===== config.mk =====
export PLATFORM = sky130hd
export DESIGN_NAME = fbpa_ctrl
export DESIGN_NICKNAME = d
export VERILOG_FILES = /design/src/rtl/fbpa_pkg.sv /design/src/rtl/fbpa_ctrl.sv
export SDC_FILE = /design/constraint.sdc
export NUM_CORES = 1
export LEC_CHECK = 0
export BUFFER_PORTS_ARGS = -buffer_cell sky130_fd_sc_hd__buf_2
export CAP_MARGIN = 15
export CORE_AREA = 8 8 45 47
export DETAILED_ROUTE_END_ITERATION = 8
export DIE_AREA = 0 0 53 55
export HOLD_SLACK_MARGIN = 0.1
export PLACE_DENSITY = 0.64
export SLEW_MARGIN = 20
export SYNTH_ARGS = -nofsm -noshare
export SYNTH_HDL_FRONTEND = slang
export SYNTH_SLANG_ARGS = --single-unit

===== constraint.sdc =====
create_clock -name clk -period 1.7 [get_ports clk]
set_input_delay 0.51 -clock clk [delete_from_list [all_inputs] [get_ports clk]]
set_output_delay 0.51 -clock clk [all_outputs]
set_load 0.01 [all_outputs]

===== src/rtl/fbpa_pkg.sv =====
// Shared types, constants and helpers of the fixed block pool allocator.
package fbpa_pkg;

    localparam int MAX_BLOCKS = 1024;
    localparam int IDX_W      = $clog2(MAX_BLOCKS);
    localparam int ADDR_W     = 32;
    localparam int SIZE_W     = 16;
    localparam int COUNT_W    = 11;
    localparam int STATUS_W   = 3;
    localparam int PROD_W     = COUNT_W + SIZE_W;
    localparam int STEP_W     = $clog2(IDX_W);
    localparam int CFG_IDX_W  = 2;

    localparam logic [ADDR_W-1:0]  RESET_BASE  = ADDR_W'(65536);
    localparam logic [SIZE_W-1:0]  RESET_SIZE  = SIZE_W'(16);
    localparam logic [COUNT_W-1:0] RESET_COUNT = COUNT_W'(1024);

    localparam logic [CFG_IDX_W-1:0] CFG_BASE  = 2'd0;
    localparam logic [CFG_IDX_W-1:0] CFG_SIZE  = 2'd1;
    localparam logic [CFG_IDX_W-1:0] CFG_COUNT = 2'd2;

    localparam logic [STATUS_W-1:0] STATUS_OK         = 3'd0;
    localparam logic [STATUS_W-1:0] STATUS_EXHAUSTED  = 3'd1;
    localparam logic [STATUS_W-1:0] STATUS_NULL       = 3'd2;
    localparam logic [STATUS_W-1:0] STATUS_OUTSIDE    = 3'd3;
    localparam logic [STATUS_W-1:0] STATUS_MISALIGNED = 3'd4;
    localparam logic [STATUS_W-1:0] STATUS_ALL_FREE   = 3'd5;

    localparam logic ACTION_ALLOC = 1'b0;
    localparam logic ACTION_FREE  = 1'b1;

    typedef struct packed {
        logic              action;
        logic [ADDR_W-1:0] address;
    } request_t;

    typedef struct packed {
        logic [STATUS_W-1:0] status;
        logic [ADDR_W-1:0]   block_address;
        logic [COUNT_W-1:0]  free_count;
    } result_t;

    typedef enum logic [2:0] {
        ST_IDLE,
        ST_DECODE,
        ST_POP_MUL,
        ST_POP_ADD,
        ST_FREE_CHECK,
        ST_DIV,
        ST_DIV_END
    } state_t;

    typedef struct packed {
        logic                load_req;
        logic                pop;
        logic                mul_count;
        logic                mul_idx;
        logic                div_init;
        logic                div_step;
        logic                push;
        logic                finish;
        logic                give_addr;
        logic [STATUS_W-1:0] code;
    } cmd_t;

    typedef struct packed {
        logic action;
        logic top_zero;
        logic addr_zero;
        logic outside;
        logic misaligned;
        logic all_free;
        logic div_last;
    } stat_t;

    function automatic logic [COUNT_W-1:0] eff_count(input logic [COUNT_W-1:0] value);
        logic [COUNT_W-1:0] limit;
        limit = COUNT_W'(MAX_BLOCKS);
        return (value > limit) ? limit : value;
    endfunction

endpackage


===== src/rtl/fbpa_ctrl.sv =====
// Controller state machine of the fixed block pool allocator.
module fbpa_ctrl (
    input  logic            clk,
    input  logic            rst_n,
    input  logic            start,
    input  fbpa_pkg::stat_t stat,
    output fbpa_pkg::cmd_t  cmd,
    output logic            busy
);

    fbpa_pkg::state_t state_reg;
    fbpa_pkg::state_t state_next;

    always_ff @(posedge clk or negedge rst_n)
    begin
        if (!rst_n)
        begin
            state_reg <= fbpa_pkg::ST_IDLE;
        end
        else
        begin
            state_reg <= state_next;
        end
    end

    always_comb
    begin
        state_next = state_reg;
        case (state_reg)
            fbpa_pkg::ST_IDLE:
            begin
                if (start)
                begin
                    state_next = fbpa_pkg::ST_DECODE;
                end
            end
            fbpa_pkg::ST_DECODE:
            begin
                if (stat.action == fbpa_pkg::ACTION_FREE)
                begin
                    state_next = fbpa_pkg::ST_FREE_CHECK;
                end
                else if (stat.top_zero)
                begin
                    state_next = fbpa_pkg::ST_IDLE;
                end
                else
                begin
                    state_next = fbpa_pkg::ST_POP_MUL;
                end
            end
            fbpa_pkg::ST_POP_MUL:
            begin
                state_next = fbpa_pkg::ST_POP_ADD;
            end
            fbpa_pkg::ST_POP_ADD:
            begin
                state_next = fbpa_pkg::ST_IDLE;
            end
            fbpa_pkg::ST_FREE_CHECK:
            begin
                if (stat.addr_zero || stat.outside)
                begin
                    state_next = fbpa_pkg::ST_IDLE;
                end
                else
                begin
                    state_next = fbpa_pkg::ST_DIV;
                end
            end
            fbpa_pkg::ST_DIV:
            begin
                if (stat.div_last)
                begin
                    state_next = fbpa_pkg::ST_DIV_END;
                end
            end
            fbpa_pkg::ST_DIV_END:
            begin
                state_next = fbpa_pkg::ST_IDLE;
            end
            default:
            begin
                state_next = fbpa_pkg::ST_IDLE;
            end
        endcase
    end

    always_comb
    begin
        cmd  = '0;
        busy = (state_reg != fbpa_pkg::ST_IDLE);
        case (state_reg)
            fbpa_pkg::ST_IDLE:
            begin
                cmd.load_req = start;
            end
            fbpa_pkg::ST_DECODE:
            begin
                if (stat.action == fbpa_pkg::ACTION_FREE)
                begin
                    cmd.mul_count = 1'b1;
                end
                else if (stat.top_zero)
                begin
                    cmd.finish = 1'b1;
                    cmd.code   = fbpa_pkg::STATUS_EXHAUSTED;
                end
                else
                begin
                    cmd.pop = 1'b1;
                end
            end
            fbpa_pkg::ST_POP_MUL:
            begin
                cmd.mul_idx = 1'b1;
            end
            fbpa_pkg::ST_POP_ADD:
            begin
                cmd.finish    = 1'b1;
                cmd.give_addr = 1'b1;
                cmd.code      = fbpa_pkg::STATUS_OK;
            end
            fbpa_pkg::ST_FREE_CHECK:
            begin
                if (stat.addr_zero)
                begin
                    cmd.finish = 1'b1;
                    cmd.code   = fbpa_pkg::STATUS_NULL;
                end
                else if (stat.outside)
                begin
                    cmd.finish = 1'b1;
                    cmd.code   = fbpa_pkg::STATUS_OUTSIDE;
                end
                else
                begin
                    cmd.div_init = 1'b1;
                end
            end
            fbpa_pkg::ST_DIV:
            begin
                cmd.div_step = 1'b1;
            end
            fbpa_pkg::ST_DIV_END:
            begin
                cmd.finish = 1'b1;
                if (stat.misaligned)
                begin
                    cmd.code = fbpa_pkg::STATUS_MISALIGNED;
                end
                else if (stat.all_free)
                begin
                    cmd.code = fbpa_pkg::STATUS_ALL_FREE;
                end
                else
                begin
                    cmd.push = 1'b1;
                    cmd.code = fbpa_pkg::STATUS_OK;
                end
            end
            default:
            begin
                cmd = '0;
            end
        endcase
    end

endmodule


# Word-level counts from Yosys, hierarchy flattened

Cells that the tools add are included.

$add $sub $neg: 0
$mul: 0
Div/mod/pow operators: 0
$lt $le $gt $ge: 0
Equality and inequality tests: 8
Shifts and indexed selects: 0
Mux-type cells: 32
Bitwise logic cells: 0
Reductions and logical operators: 5

Operators by type and width:

| operator           | count |
|---|---|
| $mux 1             | 19 |
| $mux 3             | 6 |
| $pmux 3 s5         | 1 |
| $eq 3x3->1 const B | 3 |
| $pmux 3 s3         | 1 |
| $mux 2             | 4 |
| $eq 3x2->1 const B | 2 |
| $ne 2x2->1 const B | 2 |
| $eq 3x1->1 const B | 1 |
| $logic_not 3->1    | 1 |
| $pmux 1 s3         | 1 |
| $reduce_bool 3->1  | 1 |
| $reduce_and 2->1   | 1 |
| $reduce_or 2->1    | 1 |
| $logic_or 1x1->1   | 1 |

Register bits after elaboration: 3
Bits in latches: 0
RAM bits: 0
Memory bits (read-only): 0
Output and inout port bits: 13
Memories kept: 0

# Logic depth before layout (Yosys ltp)

Gate-level depths: netlist of run 1.

Depth in word-level cells: 3
Mapped depth: 5
Gate-level depth less buffers: 4

# Least setup slack after synthesis of run 1

Ideal clock, no wire load.

Path type: reg2out
Start point: reg state_reg[0]
End point: out cmd[0] (netlist bit)
Arrival time: 1.214 ns
Required time: 1.190 ns
Slack: -0.024 ns
Cell stages (with the launch flop): 5
Buffers on the path: 1
Path through: dfrtp_1 buf_6 nand3b_4 or3b_1 a31oi_1

RTL lines:

| element                | RTL line        | source |
|---|---|---|
| start, declared        | fbpa_ctrl.sv:11 | `fbpa_pkg::state_t state_reg;` |
| start signal, assigned | fbpa_ctrl.sv:18 | `state_reg <= fbpa_pkg::ST_IDLE;` |
| start signal, assigned | fbpa_ctrl.sv:22 | `state_reg <= state_next;` |
| end, declared          | fbpa_ctrl.sv:7  | `output fbpa_pkg::cmd_t cmd,` |

==> results_dict.tcl, run 1 <==
set metrics [dict create \
    dp.cells 93 \
    clock-sinks 3 \
    min_path_type "in2reg" \
    p_sw_uw 393 \
    p_int_uw 576 \
    wl_met3_um 44 \
    drc_errors 0 \
    ys.flop_type "dfrtp_1" \
    p_leak_nw 0.359 \
    grt_max_degree 8 \
    clk_latency_ps 230 \
    min_period_ps 1970 \
    portBuffers 22 \
    antenna_left 0 \
    antenna_found_initial 0 \
    dieArea_um2 2920 \
    clockBufferDepth 2 \
    place_congestion 0.823 \
    comb_power_share 0.716 \
    dp_slack_ps -62.8 \
    drt-wirelength-per-cell_um 12.5 \
    finalNetCount 95 \
    ys_warn_count 0 \
    r2r_cells 5 \
    gr-total-overflow 0 \
    startpoint_type "register" \
    design.core.area_um2 1380 \
    slew_viol_final 0 \
    critical_path_arrival_ps 1460 \
    die_x_um 53 \
    pwr_density_cell_nw_per_um2 1430 \
    largest_reg_flops 3 \
    end_kind "output pin" \
    swShare 0.405 \
    met2_length_um 686 \
    worstPathMaxFanout 4 \
    setup_ws_ps -265 \
    yosysTopAreaCellShare 0.213 \
    violations "negative setup slack" \
    drt-total-wl_mm 1.23 \
    grt_usage 0.0874 \
    first_pass_iters 2 \
    required_ps 1190 \
    syn_area_um2 353 \
    peakVddDrop_uv 629 \
    async_flop_share 1.00 \
    insertedDiodeCount 0 \
    wl_met1_um 503 \
    syn_inst 46 \
    synth_area_leader_cell "dfrtp_1" \
    start_util 0.255 \
    rsz0062_at_grt "true" \
    cts-htree-levels 1 \
    hold_path_depth 3 \
    cts_made_buffers 3 \
    slew_headroom 0.731 \
    clock.fmax_mhz 509 \
    crit_start "state_reg[0]" \
    cts_tree "built" \
    seqPwrFrac 0.157 \
    syn_to_final_growth_pct 91.8 \
    ys_seq_area_frac 0.213 \
    r2r_start "state_reg[2]" \
    worst_pin_slew_ps 399 \
    synth_commonest_cells "a21oi_1, nor2_1, dfrtp_1, inv_1, nor3b_1" \
    setup_tns_ps -1580 \
    synth_cell_type_count 24 \
    via_per_inst 4.73 \
    regToRegEndpoint "state_reg[1]" \
    grt_first_pass_wirelength_mm 1.98 \
    fp.dieH_um 55 \
    routed.top_layer "met3" \
    critical_path_class "reg2out" \
    rows 14 \
    ios 23 \
    synth-edff-count 0 \
    finClkSkew_ps 3.17 \
    hold_violations 0 \
    hold_end "state_reg[0]" \
    drtIter0Drc 4 \
    r2r_slack_ps 320 \
    min_period_over_period 1.16 \
    final-setup-viol-count 12 \
    final_cells 99 \
    synthTopCellsByArea "dfrtp_1, nor3b_1, a21oi_1" \
    syn_nets 57 \
    hpwl_um 931 \
    drive_gt1_frac 0.639 \
    outcome "complete, but fails checks" \
    min_from "start" \
    maxCapViolCount 0 \
    num_vias 468 \
    grt_pass1_vias 492 \
    clkPwrFrac 0.126 \
    syn-mean-instance-area_um2 7.67 \
    clkTransAtPathRegs_ps 30 \
    root_buffer "clkbuf_4" \
    ys_ff_latch 3 \
]
[cell families (layout without fill, tap and decap cells)]
family	after synthesis	count (layout)	share of synthesized area
flops	3	3	0.213
fa+ha+maj	1	1	0.0355
compound gates	12	12	0.213
buf+inv	6	43	0.0922
simple gates	24	24	0.447
[final cells by class]
cell class                 instances  area [µm²]
fill                             133         707
multi-input combinational         37         302
timing repair buffer              36         240
sequential                         3        77.6
clock buffer                       4        26.3
tap                               16        20.0
inverter                           3        11.3
[worst max-delay path by stage]
stage / endpoint / slack, ps / cells past startpoint
floorplan: cmd[0] / 3 / 4
global placement: cmd[0] / -60 / 4
detailed placement: cmd[0] / -60 / 4
CTS: cmd[0] / -250 / 4
global route: cmd[0] / -300 / 4
finish: cmd[0] / -270 / 4
[per-stage QoR]
step | cell area (µm²) | hold WS, ps | utilization | total power, mW
2_1_floorplan | 359 | 214 | - | 0.457
3_3_place_gp | 558 | 306 | 0.403 | 0.695
3_5_place_dp | 558 | 306 | 0.403 | 0.698
4_1_cts | 647 | 557 | 0.467 | 0.930
5_1_grt | 677 | 574 | 0.489 | 1.05
6_report | 677 | 558 | 0.489 | 0.969
[worst max-delay path: stages (launching register included)]
cell and delay, ps:
dfrtp_1 400, nand3b_4 170, or3b_4 390, a31oi_4 140
buf_6 120
[repair_timing]
action	in CTS	in global routing
buffers inserted	0	1
setup endpoints to repair	13	13
gates resized for setup	14	4
pin swaps	2	0
hold buffers	1	0
endpoints found under the hold margin	3	0
[metal layers]
layer / vias up / GRT usage
met3: 0 / 0.0214
li1: 241 / -
met2: 8 / 0.156
met1: 219 / 0.0912
met4: 0 / 0.0517
met5: - / 0
[layout by cell type, fill, tap and decap left out, drive strengths merged, types with 2 or more instances in the layout]
master / Yosys / final
nand3b: 3 / 3
a21oi: 4 / 4
nor3: 2 / 2
nor3b: 3 / 3
clkbuf: 0 / 4
inv: 3 / 3
and2: 2 / 2
and3: 2 / 2
nor2b: 2 / 2
nor2: 4 / 4
nand2: 2 / 2
dfrtp: 3 / 3
o21ai: 2 / 2
o211ai: 2 / 2
buf: 3 / 35
or3: 2 / 2
[power by group through the flow]
stage | clock network (mW) | registers (mW) | logic [mW]
3_5_place_dp | 0 | 0.142 | 0.557
5_1_grt | 0.129 | 0.159 | 0.767
4_1_cts | 0.126 | 0.150 | 0.654
3_3_place_gp | 0 | 0.141 | 0.554
6_report | 0.122 | 0.152 | 0.694
2_1_floorplan | 0 | 0.118 | 0.339
Power figures use the tool's default switching activity.
==> inputs of run 2 (changes only) <==
==> constraint.sdc (replaced) <==
create_clock -name clk -period 1.7 [get_ports clk]
set_input_delay 0.51 -clock clk [delete_from_list [all_inputs] [get_ports clk]]
set_output_delay 0.51 -clock clk [all_outputs]
set_load 0.1 [all_outputs]
==> results_dict.tcl, run 2 (synthesized netlist as in run 1, its figures left out) <==
set metrics [dict create \
    outcome "complete, but fails checks" \
    violations "negative setup slack" \
    start_util 0.255 \
    critical_path_arrival_ps 1580 \
    setup_ws_ps -392 \
    dieArea_um2 2920 \
    regToRegEndpoint "state_reg[0]" \
    clkTransAtPathRegs_ps 30 \
    pwr_density_cell_nw_per_um2 1900 \
    antenna_left 0 \
    crit_end "cmd[0]" \
    clkPwrFrac 0.069 \
    fp.dieH_um 55 \
    dpl_cell_area_um2 868 \
    min_path_type "in2reg" \
    slew_viol_final 0 \
    gr-total-overflow 0 \
    drt-total-wl_mm 1.62 \
    path_cells "nand3b_4 > or3b_4 > a31oi_4 > buf_12" \
    cts_made_buffers 3 \
    finClkSkew_ps 12.4 \
    die_x_um 53 \
    r2r_cells 6 \
    antenna_found_initial 0 \
    portBuffers 22 \
    grt_usage 0.109 \
    cts-htree-levels 1 \
    cpPeakStageDelay_ps 430 \
    hpwl_mm 1.12 \
    peakVddDrop_uv 1240 \
    required_ps 1190 \
    syn_to_final_growth_pct 191 \
    min_period_over_period 1.23 \
    slew_headroom 0.801 \
    rsz0062_at_grt "true" \
    insertedDiodeCount 0 \
    place_congestion 0.776 \
    drc_errors 0 \
    cts_tree "built" \
    r2r_slack_ps 330 \
    r2r_start "state_reg[1]" \
    postLayoutCellArea_um2 1030 \
    num_vias 541 \
    clk_latency_ps 250 \
    design.core.area_um2 1380 \
    worst_pin_slew_ps 294 \
    grt_max_degree 7 \
    grt_pass1_vias 559 \
    largest_reg_flops 3 \
    final-setup-viol-count 13 \
    min_period_ps 2090 \
    via_per_inst 4.92 \
    maxCapViolCount 0 \
    swShare 0.537 \
    clockBufferDepth 2 \
    critical_path_class "reg2out" \
    root_buffer "clkbuf_4" \
    crit_start "state_reg[0]" \
    worstPathMaxFanout 5 \
    hold_violations 0 \
    drive_gt1_frac 0.755 \
    startpoint_type "register" \
    clock-sinks 3 \
    drtIter0Drc 11 \
    ios 23 \
    clock.fmax_mhz 478 \
    grt_first_pass_wirelength_mm 2.43 \
    power_mw 1.95 \
    mostFrequentLayoutCells "buf_4, buf_12, buf_2, buf_6" \
    final_common_cell "buf_4" \
    seqPwrFrac 0.091 \
    rows 14 \
    p_sw_mw 1.05 \
    drt-wirelength-per-cell_um 14.7 \
    p_leak_nw 0.462 \
    end_kind "output pin" \
    dp.cells 98 \
    comb_power_share 0.840 \
    dp_slack_ps -209 \
    finalNetCount 106 \
    slowest_stage "dfrtp_2" \
    first_pass_iters 4 \
    p_int_uw 904 \
    final_cells 110 \
]
[run 2: area by class of cell]
class / count / area, µm²
tap: 16 / 20.0
sequential: 3 / 78.8
timing repair buffer: 47 / 522
clock buffer: 4 / 26.3
inverter: 3 / 16.3
multi-input combinational: 37 / 365
fill: 87 / 355
[run 2: through the flow]
step / TNS (ps) / utilization / hold WS, ps
floorplan: -2480 / - / 214
global placement: -873 / 0.627 / 303
detailed placement: -1010 / 0.627 / 306
CTS: -3700 / 0.731 / 585
global route: -4300 / 0.743 / 591
finish: -3610 / 0.743 / 577
[run 2: worst min-delay path by stage]
stage                from           end  cells past startpoint
finish              start  state_reg[0]                      3
global route        start  state_reg[0]                      3
CTS                 rst_n  state_reg[2]                      2
detailed placement  rst_n  state_reg[1]                      1
global placement    rst_n  state_reg[0]                      1
floorplan           rst_n  state_reg[0]                      0
[run 2: metal layers]
| layer | track usage | wire length [µm] | vias up |
|---|---|---|---|
| met4 | 0.0603 | 19 | 0 |
| met2 | 0.203 | 942 | 14 |
| met5 | 0 | 0 | - |
| li1 | - | - | 262 |
| met1 | 0.117 | 581 | 263 |
| met3 | 0.0107 | 75 | 2 |
[run 2: repair_timing]
item,in CTS,in global routing
endpoints found under the hold margin,3,0
cloned,0,0
setup buffers,6,1
endpoints found under the setup margin,13,13
gates resized for setup,18,3
hold buffers,1,0
pin swaps,9,4
[run 2: worst max-delay path: cells and delay by family, from the launching register on]
| family | cells | cell delay, ps |
|---|---|---|
| AND/OR/NAND/NOR | 2 | 550 |
| flip-flops | 1 | 430 |
| buffers and inverters | 1 | 190 |
| AO/OA/AOI/OAI | 1 | 160 |
[run 2: power by group through the flow]
stage	combinational (mW)	sequential, mW	clock [mW]
floorplan	0.990	0.122	0
global placement	1.40	0.154	0
detailed placement	1.43	0.155	0
CTS	1.62	0.170	0.131
global route	1.70	0.182	0.144
finish	1.64	0.177	0.135
==> inputs of run 3 (changes only) <==
--- a/config.mk
+++ b/config.mk
@@ -11,7 +11,7 @@
 export DETAILED_ROUTE_END_ITERATION = 8
 export DIE_AREA = 0 0 53 55
 export HOLD_SLACK_MARGIN = 0.1
-export PLACE_DENSITY = 0.64
+export PLACE_DENSITY = 0.58
 export SLEW_MARGIN = 20
 export SYNTH_ARGS = -nofsm -noshare
 export SYNTH_HDL_FRONTEND = slang
==> results_dict.tcl, run 3 (synthesized netlist as in run 1, its figures left out) <==
set metrics [dict create \
    setup_ws_ps -407 \
    finClkSkew_ps 0.454 \
    first_pass_iters 4 \
    critical_path_arrival_ps 1600 \
    path_buf_inv 1 \
    required_ps 1190 \
    worstPathMaxFanout 5 \
    maxCapViolCount 0 \
    worst_pin_slew_ps 260 \
    rows 14 \
    antenna_left 0 \
    gr-total-overflow 0 \
    clk_latency_ps 240 \
    via_per_inst 5.07 \
    ios 23 \
    syn_to_final_growth_pct 192 \
    grt_max_degree 10 \
    drive_gt1_frac 0.753 \
    outcome "complete, but fails checks" \
    clockBufferDepth 2 \
    met2_length_um 840 \
    crit_start "state_reg[0]" \
    regToRegEndpoint "state_reg[1]" \
    clock-sinks 3 \
    finalNetCount 105 \
    swShare 0.528 \
    pwr_density_cell_nw_per_um2 1940 \
    grt_pass1_vias 520 \
    p_leak_nw 0.456 \
    num_vias 553 \
    r2r_slack_ps 310 \
    peakVddDrop_uv 1320 \
    clkTransAtPathRegs_ps 40 \
    grt_usage 0.101 \
    min_period_over_period 1.24 \
    p_sw_mw 1.06 \
    p_int_uw 944 \
    r2r_cells 5 \
    drtIter0Drc 12 \
    clock.fmax_mhz 475 \
    place_congestion 0.821 \
    insertedDiodeCount 0 \
    hold_end "state_reg[0]" \
    drt-wirelength-per-cell_um 14.7 \
    design.core.area_um2 1380 \
    slew_headroom 0.826 \
    comb_power_share 0.845 \
    largest_reg_flops 3 \
    wl_met1_um 652 \
    critical_path_class "reg2out" \
    dieArea_um2 2920 \
    rsz0062_at_grt "true" \
    cts-htree-levels 1 \
    cts_tree "built" \
    seqPwrFrac 0.089 \
    slowest_stage "dfrtp_2" \
    fp.dieH_um 55 \
    min_path_type "in2reg" \
    portBuffers 22 \
    path_cells "nand3b_4 > or3b_4 > a31oi_4 > buf_12" \
    cpPeakStageDelay_ps 430 \
    clkPwrFrac 0.066 \
    mostFrequentLayoutCells "buf_4, buf_12, buf_2, buf_6" \
    violations "negative setup slack" \
    r2r_start "state_reg[2]" \
    cts_made_buffers 3 \
    routed.top_layer "met4" \
    startpoint_type "register" \
    start_util 0.255 \
    end_kind "output pin" \
    min_period_ps 2110 \
    setup_tns_ps -3490 \
    root_buffer "clkbuf_4" \
    hpwl_mm 1.02 \
    die_x_um 53 \
    drt-total-wl_mm 1.60 \
    slew_viol_final 0 \
    final_common_cell "buf_4" \
    wl_met3_um 73 \
    grt_first_pass_wirelength_mm 2.21 \
    cpLargestDelayFamily "simple AND/OR/NAND/NOR gates" \
    hold_path_depth 3 \
    antenna_found_initial 0 \
    final-setup-viol-count 13 \
    min_from "start" \
    drc_errors 0 \
    power_mw 2.00 \
    hold_violations 0 \
]
[run 3: cell types whose count changed in the layout (fill, tap and decap cells not counted), sizes merged]
cell | before | now
buf | 46 | 45
[run 3: stage by stage]
| stage | hold slack, ps | instance area [µm²] | std cells | util | setup WS, ps |
|---|---|---|---|---|---|
| after floorplan | 214 | 458 | 46 | - | -476 |
| after global placement | 306 | 838 | 94 | 0.606 | -206 |
| after detailed placement | 308 | 838 | 94 | 0.606 | -250 |
| after CTS | 541 | 955 | 104 | 0.690 | -389 |
| after global routing | 577 | 1030 | 109 | 0.745 | -449 |
| final | 561 | 1030 | 109 | 0.745 | -407 |
[run 3: power groups by stage]
stage | clock, mW | combinational [mW] | sequential [mW]
2_1_floorplan | 0 | 0.990 | 0.122
3_3_place_gp | 0 | 1.35 | 0.164
3_5_place_dp | 0 | 1.35 | 0.171
4_1_cts | 0.137 | 1.53 | 0.165
5_1_grt | 0.145 | 1.77 | 0.182
6_report | 0.131 | 1.69 | 0.179
[run 3: cell type report]
cell class	count	area (µm²)
Sequential cell	3	78.8
Multi-Input combinational cell	37	375
Fill cell	95	353
Tap cell	16	20.0
Clock buffer	4	26.3
Timing Repair Buffer	46	514
Inverter	3	16.3
[run 3: worst max-delay path by stage]
| stage | endpoint | slack (ps) | depth (start not counted) |
|---|---|---|---|
| 4_1_cts | cmd[0] | -390 | 4 |
| 6_report | cmd[0] | -410 | 4 |
| 2_1_floorplan | cmd[0] | -480 | 4 |
| 3_3_place_gp | cmd[0] | -210 | 4 |
| 3_5_place_dp | cmd[0] | -250 | 4 |
| 5_1_grt | cmd[0] | -450 | 4 |
[run 3: routing by layer]
| layer | track usage | vias to the layer above |
|---|---|---|
| met5 | 0 | - |
| met4 | 0.0388 | 0 |
| met3 | 0.0374 | 6 |
| met2 | 0.162 | 21 |
| met1 | 0.119 | 265 |
| li1 | - | 261 |
[run 3: worst register-to-register path, stage by stage, from the launching register on]
cell and delay, ps:
dfrtp_2 470, buf_6 160, buf_4 140, or3_1 300
a21oi_1 140, a21o_1 120
[run 3: repair_timing]
action | CTS | global route
pin swaps | 6 | 7
setup buffers | 5 | 6
hold buffers | 1 | 0
setup endpoints to repair | 13 | 13
gates resized for setup | 13 | 10
endpoints found under the hold margin | 3 | 0
